===== src/rtl/ps2m_pkg.sv =====
// ============================================================================
// ps2m_pkg
// Shared types and constants for the PS/2 mouse packet cursor tracker.
// ============================================================================
package ps2m_pkg;

   // Configuration register indexes.
   localparam int CSR_INDEX_WIDTH = 2;
   localparam int CSR_DATA_WIDTH  = 8;
   localparam logic [CSR_INDEX_WIDTH-1:0] CSR_ENABLE = 2'd0;
   localparam logic [CSR_INDEX_WIDTH-1:0] CSR_X_MAX  = 2'd1;
   localparam logic [CSR_INDEX_WIDTH-1:0] CSR_Y_MAX  = 2'd2;

   // Reset values of the configuration and the cursor.
   localparam logic [7:0] X_MAX_RESET = 8'd79;
   localparam logic [7:0] Y_MAX_RESET = 8'd24;
   localparam logic [7:0] POS_X_RESET = 8'd40;
   localparam logic [7:0] POS_Y_RESET = 8'd12;

   // Header byte bit positions.
   localparam int HDR_ALWAYS_ONE = 3;
   localparam int HDR_X_SIGN     = 4;
   localparam int HDR_Y_SIGN     = 5;

   // Packet byte expected next.
   typedef enum logic [2:0] {
      PHASE_HEADER = 3'b001,
      PHASE_X      = 3'b010,
      PHASE_Y      = 3'b100
   } phase_type;

   // Configuration register contents.
   typedef struct packed {
      logic       enable;
      logic [7:0] x_max;
      logic [7:0] y_max;
   } cfg_type;

   // One result transaction.
   typedef struct packed {
      logic [7:0] cursor_x;
      logic [7:0] cursor_y;
      logic [2:0] buttons;
   } rsp_type;

endpackage


===== src/rtl/ps2m_if.sv =====
// ============================================================================
// ps2m_req_if / ps2m_rsp_if
// Valid/ready channels for mouse bytes and for cursor results.
// ============================================================================
interface ps2m_req_if;
   logic       valid;
   logic       ready;
   logic [7:0] data_byte;

   modport source (output valid, output data_byte, input ready);
   modport sink   (input valid, input data_byte, output ready);
endinterface

interface ps2m_rsp_if;
   logic       valid;
   logic       ready;
   logic [7:0] cursor_x;
   logic [7:0] cursor_y;
   logic [2:0] buttons;

   modport source (output valid, output cursor_x, output cursor_y, output buttons,
                   input ready);
   modport sink   (input valid, input cursor_x, input cursor_y, input buttons,
                   output ready);
endinterface


===== src/rtl/ps2_mouse_packet_cursor_tracker.sv =====
// ============================================================================
// ps2_mouse_packet_cursor_tracker
// Decodes 3-byte PS/2 mouse packets into a clamped cursor and button state.
// ============================================================================
// Path: a result is registered after its third byte passes the input register and the decode stage.
// Throughput: one byte per cycle, set by the single decode stage between the
// input register and the result register; it stalls only on rsp back-pressure.
// Reset: synchronous; clears the pipeline, disables decoding, restores limits
// 79/24 and the cursor to column 40, row 12.
module ps2_mouse_packet_cursor_tracker #(
   parameter int MOTION_DIVISOR = 3
) (
   input  logic                                   clock,
   input  logic                                   reset,
   ps2m_req_if.sink                               req_port,
   ps2m_rsp_if.source                             rsp_port,
   input  logic                                   csr_we,
   input  logic [ps2m_pkg::CSR_INDEX_WIDTH-1:0]   csr_index,
   input  logic [ps2m_pkg::CSR_DATA_WIDTH-1:0]    csr_wdata
);

   ps2m_pkg::cfg_type cfg_ff, cfg_in;
   logic              stage_valid_ff, stage_valid_in;
   logic [7:0]        stage_byte_ff;
   logic              out_valid_ff, out_valid_in;
   ps2m_pkg::rsp_type out_data_ff;
   logic              advance;
   logic              req_take;
   logic              res_valid;
   ps2m_pkg::rsp_type res;

   // Configuration register writes.
   always_comb begin
      cfg_in = cfg_ff;
      if (csr_we) begin
         case (csr_index)
            ps2m_pkg::CSR_ENABLE: cfg_in.enable = csr_wdata[0];
            ps2m_pkg::CSR_X_MAX:  cfg_in.x_max  = csr_wdata[7:0];
            ps2m_pkg::CSR_Y_MAX:  cfg_in.y_max  = csr_wdata[7:0];
            default:              cfg_in        = cfg_ff;
         endcase
      end
   end

   // The decode stage moves whenever the result register can take its output.
   assign advance          = !out_valid_ff || rsp_port.ready;
   assign req_port.ready   = !stage_valid_ff || advance;
   assign req_take         = req_port.valid && req_port.ready;
   assign stage_valid_in   = req_take ? 1'b1 : (advance ? 1'b0 : stage_valid_ff);
   assign out_valid_in     = advance ? (stage_valid_ff && res_valid) : out_valid_ff;

   ps2m_core #(
      .MOTION_DIVISOR (MOTION_DIVISOR)
   ) u_core (
      .clock      (clock),
      .reset      (reset),
      .cfg        (cfg_ff),
      .byte_valid (stage_valid_ff && advance),
      .byte_data  (stage_byte_ff),
      .res_valid  (res_valid),
      .res        (res)
   );

   // Control registers.
   always_ff @(posedge clock) begin
      if (reset) begin
         cfg_ff.enable  <= 1'b0;
         cfg_ff.x_max   <= ps2m_pkg::X_MAX_RESET;
         cfg_ff.y_max   <= ps2m_pkg::Y_MAX_RESET;
         stage_valid_ff <= 1'b0;
         out_valid_ff   <= 1'b0;
      end else begin
         cfg_ff         <= cfg_in;
         stage_valid_ff <= stage_valid_in;
         out_valid_ff   <= out_valid_in;
      end
   end

   // Payload registers.
   always_ff @(posedge clock) begin
      if (req_take) begin
         stage_byte_ff <= req_port.data_byte;
      end
      if (advance && res_valid) begin
         out_data_ff <= res;
      end
   end

   assign rsp_port.valid    = out_valid_ff;
   assign rsp_port.cursor_x = out_data_ff.cursor_x;
   assign rsp_port.cursor_y = out_data_ff.cursor_y;
   assign rsp_port.buttons  = out_data_ff.buttons;

endmodule


===== src/rtl/ps2m_core.sv =====
// ============================================================================
// ps2m_core
// Packet framing, motion scaling and cursor clamping for one byte per cycle.
// ============================================================================
module ps2m_core #(
   parameter int MOTION_DIVISOR = 3
) (
   input  logic             clock,
   input  logic             reset,
   input  ps2m_pkg::cfg_type cfg,
   input  logic             byte_valid,
   input  logic [7:0]       byte_data,
   output logic             res_valid,
   output ps2m_pkg::rsp_type res
);

   // Reciprocal for the constant division; exact for magnitudes up to 256.
   localparam int         SHIFT = 16;
   localparam int         PROD_WIDTH = 26;
   localparam logic [16:0] RECIP =
      17'(((1 << SHIFT) + MOTION_DIVISOR - 1) / MOTION_DIVISOR);

   ps2m_pkg::phase_type phase_ff, phase_in;
   logic [7:0]          header_ff, header_in;
   logic [7:0]          x_byte_ff, x_byte_in;
   logic [7:0]          pos_x_ff, pos_x_in;
   logic [7:0]          pos_y_ff, pos_y_in;

   logic [8:0]            mag_x, mag_y;
   logic [PROD_WIDTH-1:0] prod_x, prod_y;
   logic [8:0]            quo_x, quo_y;
   logic signed [10:0]    sum_x, sum_y;

   // Clamp a full-precision position to 0..limit.
   function automatic logic [7:0] clamp_pos(logic signed [10:0] v, logic [7:0] limit);
      logic [7:0] r;
      if (v < 0) begin
         r = 8'd0;
      end else if (v > $signed({3'b000, limit})) begin
         r = limit;
      end else begin
         r = v[7:0];
      end
      return r;
   endfunction

   // Magnitudes of the 9-bit movements, divided by the reciprocal multiply.
   always_comb begin
      mag_x  = header_ff[ps2m_pkg::HDR_X_SIGN] ? 9'(9'd256 - {1'b0, x_byte_ff})
                                               : {1'b0, x_byte_ff};
      mag_y  = header_ff[ps2m_pkg::HDR_Y_SIGN] ? 9'(9'd256 - {1'b0, byte_data})
                                               : {1'b0, byte_data};
      prod_x = PROD_WIDTH'(mag_x) * PROD_WIDTH'(RECIP);
      prod_y = PROD_WIDTH'(mag_y) * PROD_WIDTH'(RECIP);
      quo_x  = prod_x[SHIFT +: 9];
      quo_y  = prod_y[SHIFT +: 9];
   end

   // Apply the truncated quotients: X adds, Y subtracts.
   always_comb begin
      if (header_ff[ps2m_pkg::HDR_X_SIGN]) begin
         sum_x = $signed({3'b000, pos_x_ff}) - $signed({2'b00, quo_x});
      end else begin
         sum_x = $signed({3'b000, pos_x_ff}) + $signed({2'b00, quo_x});
      end
      if (header_ff[ps2m_pkg::HDR_Y_SIGN]) begin
         sum_y = $signed({3'b000, pos_y_ff}) + $signed({2'b00, quo_y});
      end else begin
         sum_y = $signed({3'b000, pos_y_ff}) - $signed({2'b00, quo_y});
      end
   end

   // Packet framing and state update.
   always_comb begin
      phase_in     = phase_ff;
      header_in    = header_ff;
      x_byte_in    = x_byte_ff;
      pos_x_in     = pos_x_ff;
      pos_y_in     = pos_y_ff;
      res_valid    = 1'b0;
      res.cursor_x = clamp_pos(sum_x, cfg.x_max);
      res.cursor_y = clamp_pos(sum_y, cfg.y_max);
      res.buttons  = header_ff[2:0];
      if (byte_valid && cfg.enable) begin
         case (phase_ff)
            ps2m_pkg::PHASE_X: begin
               x_byte_in = byte_data;
               phase_in  = ps2m_pkg::PHASE_Y;
            end
            ps2m_pkg::PHASE_Y: begin
               pos_x_in  = res.cursor_x;
               pos_y_in  = res.cursor_y;
               res_valid = 1'b1;
               phase_in  = ps2m_pkg::PHASE_HEADER;
            end
            default: begin
               // Drop bytes without the always-one bit to resynchronize.
               phase_in = ps2m_pkg::PHASE_HEADER;
               if (byte_data[ps2m_pkg::HDR_ALWAYS_ONE]) begin
                  header_in = byte_data;
                  phase_in  = ps2m_pkg::PHASE_X;
               end
            end
         endcase
      end
   end

   always_ff @(posedge clock) begin
      if (reset) begin
         phase_ff  <= ps2m_pkg::PHASE_HEADER;
         header_ff <= 8'd0;
         x_byte_ff <= 8'd0;
         pos_x_ff  <= ps2m_pkg::POS_X_RESET;
         pos_y_ff  <= ps2m_pkg::POS_Y_RESET;
      end else begin
         phase_ff  <= phase_in;
         header_ff <= header_in;
         x_byte_ff <= x_byte_in;
         pos_x_ff  <= pos_x_in;
         pos_y_ff  <= pos_y_in;
      end
   end

endmodule


===== src/flat_wrapper.sv =====
// flat-port wrapper written by rule: the top's interface ports become plain ports
module ps2_mouse_packet_cursor_tracker_flat 
#(
   parameter int MOTION_DIVISOR = 3
)
  (clock, reset, csr_we, csr_index, csr_wdata, req_port_valid, req_port_data_byte, req_port_ready, rsp_port_valid, rsp_port_cursor_x, rsp_port_cursor_y, rsp_port_buttons, rsp_port_ready);
  ps2m_req_if req_port_i ();
  ps2m_rsp_if rsp_port_i ();
  input  logic clock;
  input  logic reset;
  input  logic csr_we;
  input  logic [ps2m_pkg::CSR_INDEX_WIDTH-1:0] csr_index;
  input  logic [ps2m_pkg::CSR_DATA_WIDTH-1:0] csr_wdata;
  input wire logic [$bits(req_port_i.valid)-1:0] req_port_valid;
  input wire logic [$bits(req_port_i.data_byte)-1:0] req_port_data_byte;
  output wire logic [$bits(req_port_i.ready)-1:0] req_port_ready;
  output wire logic [$bits(rsp_port_i.valid)-1:0] rsp_port_valid;
  output wire logic [$bits(rsp_port_i.cursor_x)-1:0] rsp_port_cursor_x;
  output wire logic [$bits(rsp_port_i.cursor_y)-1:0] rsp_port_cursor_y;
  output wire logic [$bits(rsp_port_i.buttons)-1:0] rsp_port_buttons;
  input wire logic [$bits(rsp_port_i.ready)-1:0] rsp_port_ready;
  assign req_port_i.valid = req_port_valid;
  assign req_port_i.data_byte = req_port_data_byte;
  assign req_port_ready = req_port_i.ready;
  assign rsp_port_valid = rsp_port_i.valid;
  assign rsp_port_cursor_x = rsp_port_i.cursor_x;
  assign rsp_port_cursor_y = rsp_port_i.cursor_y;
  assign rsp_port_buttons = rsp_port_i.buttons;
  assign rsp_port_i.ready = rsp_port_ready;
  ps2_mouse_packet_cursor_tracker #(.MOTION_DIVISOR(MOTION_DIVISOR)) u_core (.clock(clock), .reset(reset), .req_port(req_port_i), .rsp_port(rsp_port_i), .csr_we(csr_we), .csr_index(csr_index), .csr_wdata(csr_wdata));
endmodule

===== config.mk =====
export PLATFORM = sky130hd
export DESIGN_NAME = ps2_mouse_packet_cursor_tracker_flat
export DESIGN_NICKNAME = d
export VERILOG_FILES = /design/src/rtl/ps2m_pkg.sv /design/src/rtl/ps2m_if.sv /design/src/rtl/ps2_mouse_packet_cursor_tracker.sv /design/src/rtl/ps2m_core.sv /design/src/flat_wrapper.sv
export SDC_FILE = /design/constraint.sdc
export NUM_CORES = 1
export LEC_CHECK = 0
export BUFFER_PORTS_ARGS = -buffer_cell sky130_fd_sc_hd__buf_2
export CAP_MARGIN = 20
export CORE_MARGIN = 3
export CORE_UTILIZATION = 35
export CTS_BUF_LIST = sky130_fd_sc_hd__clkbuf_16
export CTS_CLUSTER_DIAMETER = 50
export DETAILED_ROUTE_END_ITERATION = 8
export PLACE_DENSITY_LB_ADDON = 0.12
export RECOVER_POWER = 50
export SKIP_LAST_GASP = 1
export SLEW_MARGIN = 20
export SYNTH_ARGS = -nofsm -noshare
export SYNTH_HDL_FRONTEND = slang
export SYNTH_SLANG_ARGS = --single-unit
export TNS_END_PERCENT = 10

===== constraint.sdc =====
create_clock -name clock -period 11.7 [get_ports clock]
set_input_delay 2.34 -clock clock [delete_from_list [all_inputs] [get_ports clock]]
set_output_delay 2.34 -clock clock [all_outputs]
set_load 0.02 [all_outputs]

==> key figures <==
Drt
  – Via density per instance: 4.87
  – Detailed-route via count: 5882
  – DRC Markers: 0
  – Metal3 WL: 402 um
  – Detail Route Antenna Nets: 0
  – Initial DRC count: 186
  – Top layer used by detailed routing: met4
  – Drt first pass iters: 4
  – Aggregate routed wire length: 17700 um
  – Met2 wire length: 8300 um
  – Wl on met1: 8770 um
  – Wire length per cell: 14.7 um

Floorplanning
  – Core region area: 0.0227 mm2
  – Die Area: 0.0250 mm2
  – I/O pin count: 44
  – Die width: 158 um
  – Starting Density: 0.357
  – # rows: 55
  – Die height: 158 um

Pwr
  – Leakage power: 4.36 nW
  – Maximum VDD drop: 0.113 mV
  – Pwr dens: 156 mW/mm2

GRT
  – Initial antenna violation count: 0
  – Number of global-route vias before repair: 5870
  – First-pass GRT wire length: 29600 um
  – Overflow after GRT: 0
  – Gr usage total: 0.148
  – Largest net degree at the start of global routing: 42

Synth
  – Warnings from Yosys: 0
  – Syn nets: 1106
  – Mapped Cells: 883
  – Synth Flop Type: dfxtp_1
  – Yosys reg bits: 78
  – Post-synth cell types: 62
  – Async SR Flop Fraction: 0
  – Syn avg cell area: 9.19 um2
  – Mapped cell area: 0.00811 mm2
  – Post-synth EDFFs: 27
  – Post-synthesis sequential area ratio: 0.226

Clock network
  – Clock sink count: 78
  – # Post-CTS Setup Buffers: 0
  – TritonCTS clock tree: built
  – CTS resizes: 0
  – CTS hold repair buffers: 0
  – Clock tree buffer depth: 2
  – Clk_lat worst skew: 0.34 ns
  – Clock slew at reported path FFs: 0.06 ns
  – Root Buffer: clkbuf_16
  – Total CTS buffers: 9
  – H-tree levels: 3

Timing
  – Final cycle utilization of the critical path: 0.754
  – F_max: 0.113 GHz
  – RSZ-0062 raised after global routing: no
  – Clk_skew: 0.00972 ns
  – Fin. Hold Viols: 0
  – Final setup viols: 0
  – Slew Viols, Final: 42
  – Slew margin rel.: -0.354
  – Hold slack: 0.444 ns
  – Final setup TNS: 0 ns
  – Slew @ Worst Pin: 2.03 ns
  – Minimum clock period: 8.82 ns

Final layout
  – Fin util: 0.390
  – Layout area overhead: 9.28%
  – Final #Nets: 1142
  – Reg area: 0.00183 mm2
  – Share of cells above drive strength 1: 0.0661
  – Antenna cells: 0
  – Combined area of the multi-input logic cells: 0.00560 mm2
  – Fill count: 2340
  – Post-route non-filler standard cell count: 1208
  – Commonest non-fill, non-tap cells in the layout: inv_1, ha_1, nor2_1, fa_1, dfxtp_1
  – Most common cell after layout, fill and taps aside: inv_1

Critical path
  – Crit path DAT: 8.91 ns
  – CP Max Fanout: 8
  – Critical path launch point type: flip-flop
  – Critical path type: flip-flop to flip-flop
  – Critical Path Slowest Stage Cell: o41ai_1
  – Critical path's most frequent cell: ha_1
  – Setup crit end kind: flip-flop
  – Max incr delay on CP: 0.74 ns
  – WP data required: 11.79 ns

Place
  – DP HPWL: 14800 um
  – I/O Buffers: 43
  – Placer Congestion: 0.801
  – Inst Count DP: 1193

Outcome
  – Status: complete, but fails checks
  – Failing checks: max-capacitance violations, max-slew violations

Worst hold path
  – Worst Hold Class: flip-flop to flip-flop

Job
  – Max Cap Viol: 1
## flip-flops by register name, indices dropped and copies added, names as in the netlist
signal and flops:
u_core.cfg_ff 17, u_core.u_core.pos_y_ff 8, u_core.stage_byte_ff 8, u_core.rsp_port.cursor_y 8, u_core.rsp_port.buttons 3, u_core.u_core.phase_ff 3, u_core.u_core.x_byte_ff 8, u_core.rsp_port.cursor_x 8
u_core.u_core.pos_x_ff 8, u_core.rsp_port.valid 1, u_core.u_core.header_ff 5, u_core.stage_valid_ff 1
## synthesized netlist by cell type (13+ instances only)
cell type	count	share of area
inv_1	161	0.074
ha_1	146	0.23
nor2_1	69	0.032
fa_1	54	0.13
dfxtp_1	51	0.13
a21oi_1	49	0.030
o21ai_0	43	0.027
nand2_1	42	0.019
xnor2_1	32	0.035
mux2i_1	28	0.035
edfxtp_1	27	0.10
clkbuf_1	13	0.0060
nor3_1	13	0.0080
## cells by family (layout without fill, tap and decap cells)
group / count (synthesis) / after routing / synth area share
AO/OA/AOI/OAI: 165 / 165 / 0.132
flip-flops: 78 / 78 / 0.226
XOR/XNOR: 44 / 44 / 0.0484
buffers and inverters: 181 / 221 / 0.0853
multiplexers: 35 / 35 / 0.0447
adder cells (fa/ha/maj): 200 / 200 / 0.358
AND/OR/NAND/NOR: 180 / 180 / 0.106
## cell type report
class                      count  area share
inverter                     161      0.0682
multi-input combinational    624       0.631
clock buffer                   9      0.0254
tap                          285      0.0402
sequential                    78       0.207
timing repair buffer          45      0.0227
clock inverter                 6     0.00550
## per-stage QoR
stage | worst slack [ns] | instance area [um2] | power (mW)
6_report | 2.88 | 8870 | 1.38
3_5_place_dp | 2.82 | 8620 | 1.14
3_3_place_gp | 2.78 | 8620 | 1.14
4_1_cts | 2.76 | 8890 | 1.41
5_1_grt | 2.21 | 8870 | 1.53
2_1_floorplan | 3.90 | 8110 | 0.947
## worst paths after layout
path	slack, ns	start	depth (start not counted)	end
setup / recovery	2.88	u_core.stage_byte_ff[0]$_DFFE_PP_	29	u_core.rsp_port.cursor_y[5]$_DFFE_PP_
hold / removal	0.44	u_core.u_core.header_ff[2]$_SDFFE_PP0P_	0	u_core.rsp_port.buttons[2]$_DFFE_PP_
setup reg to reg	2.88	u_core.stage_byte_ff[0]$_DFFE_PP_	29	u_core.rsp_port.cursor_y[5]$_DFFE_PP_
hold reg to reg	0.44	u_core.u_core.header_ff[2]$_SDFFE_PP0P_	0	u_core.rsp_port.buttons[2]$_DFFE_PP_
## power by group
| part | leakage [nW] | switching, mW | internal (mW) | total, mW |
|---|---|---|---|---|
| registers | 0.646 | 0.00587 | 0.289 | 0.295 |
| logic | 3.59 | 0.468 | 0.361 | 0.829 |
| clock network | 0.124 | 0.116 | 0.144 | 0.259 |
| total | 4.36 | 0.589 | 0.794 | 1.38 |
## metal layers
metal  global-route usage  vias to the layer above
met1                0.201                     2780
met4               0.0410                        0
met2                0.246                       53
met5                    0                        -
li1                     -                     3034
met3               0.0191                       15
## worst max-delay path: cells and delay by family, from the launching register on
kind	cells	cell delay, ns
DFF	1	0.50
buffers and inverters	3	0.26
xor gates and xnor gates	2	0.33
adders and majority gates	8	3.05
and+or+nand+nor	4	1.07
muxes	1	0.33
AOI/OAI and AO/OA	11	3.04
No activity file was read; power rests on OpenSTA's default activity.
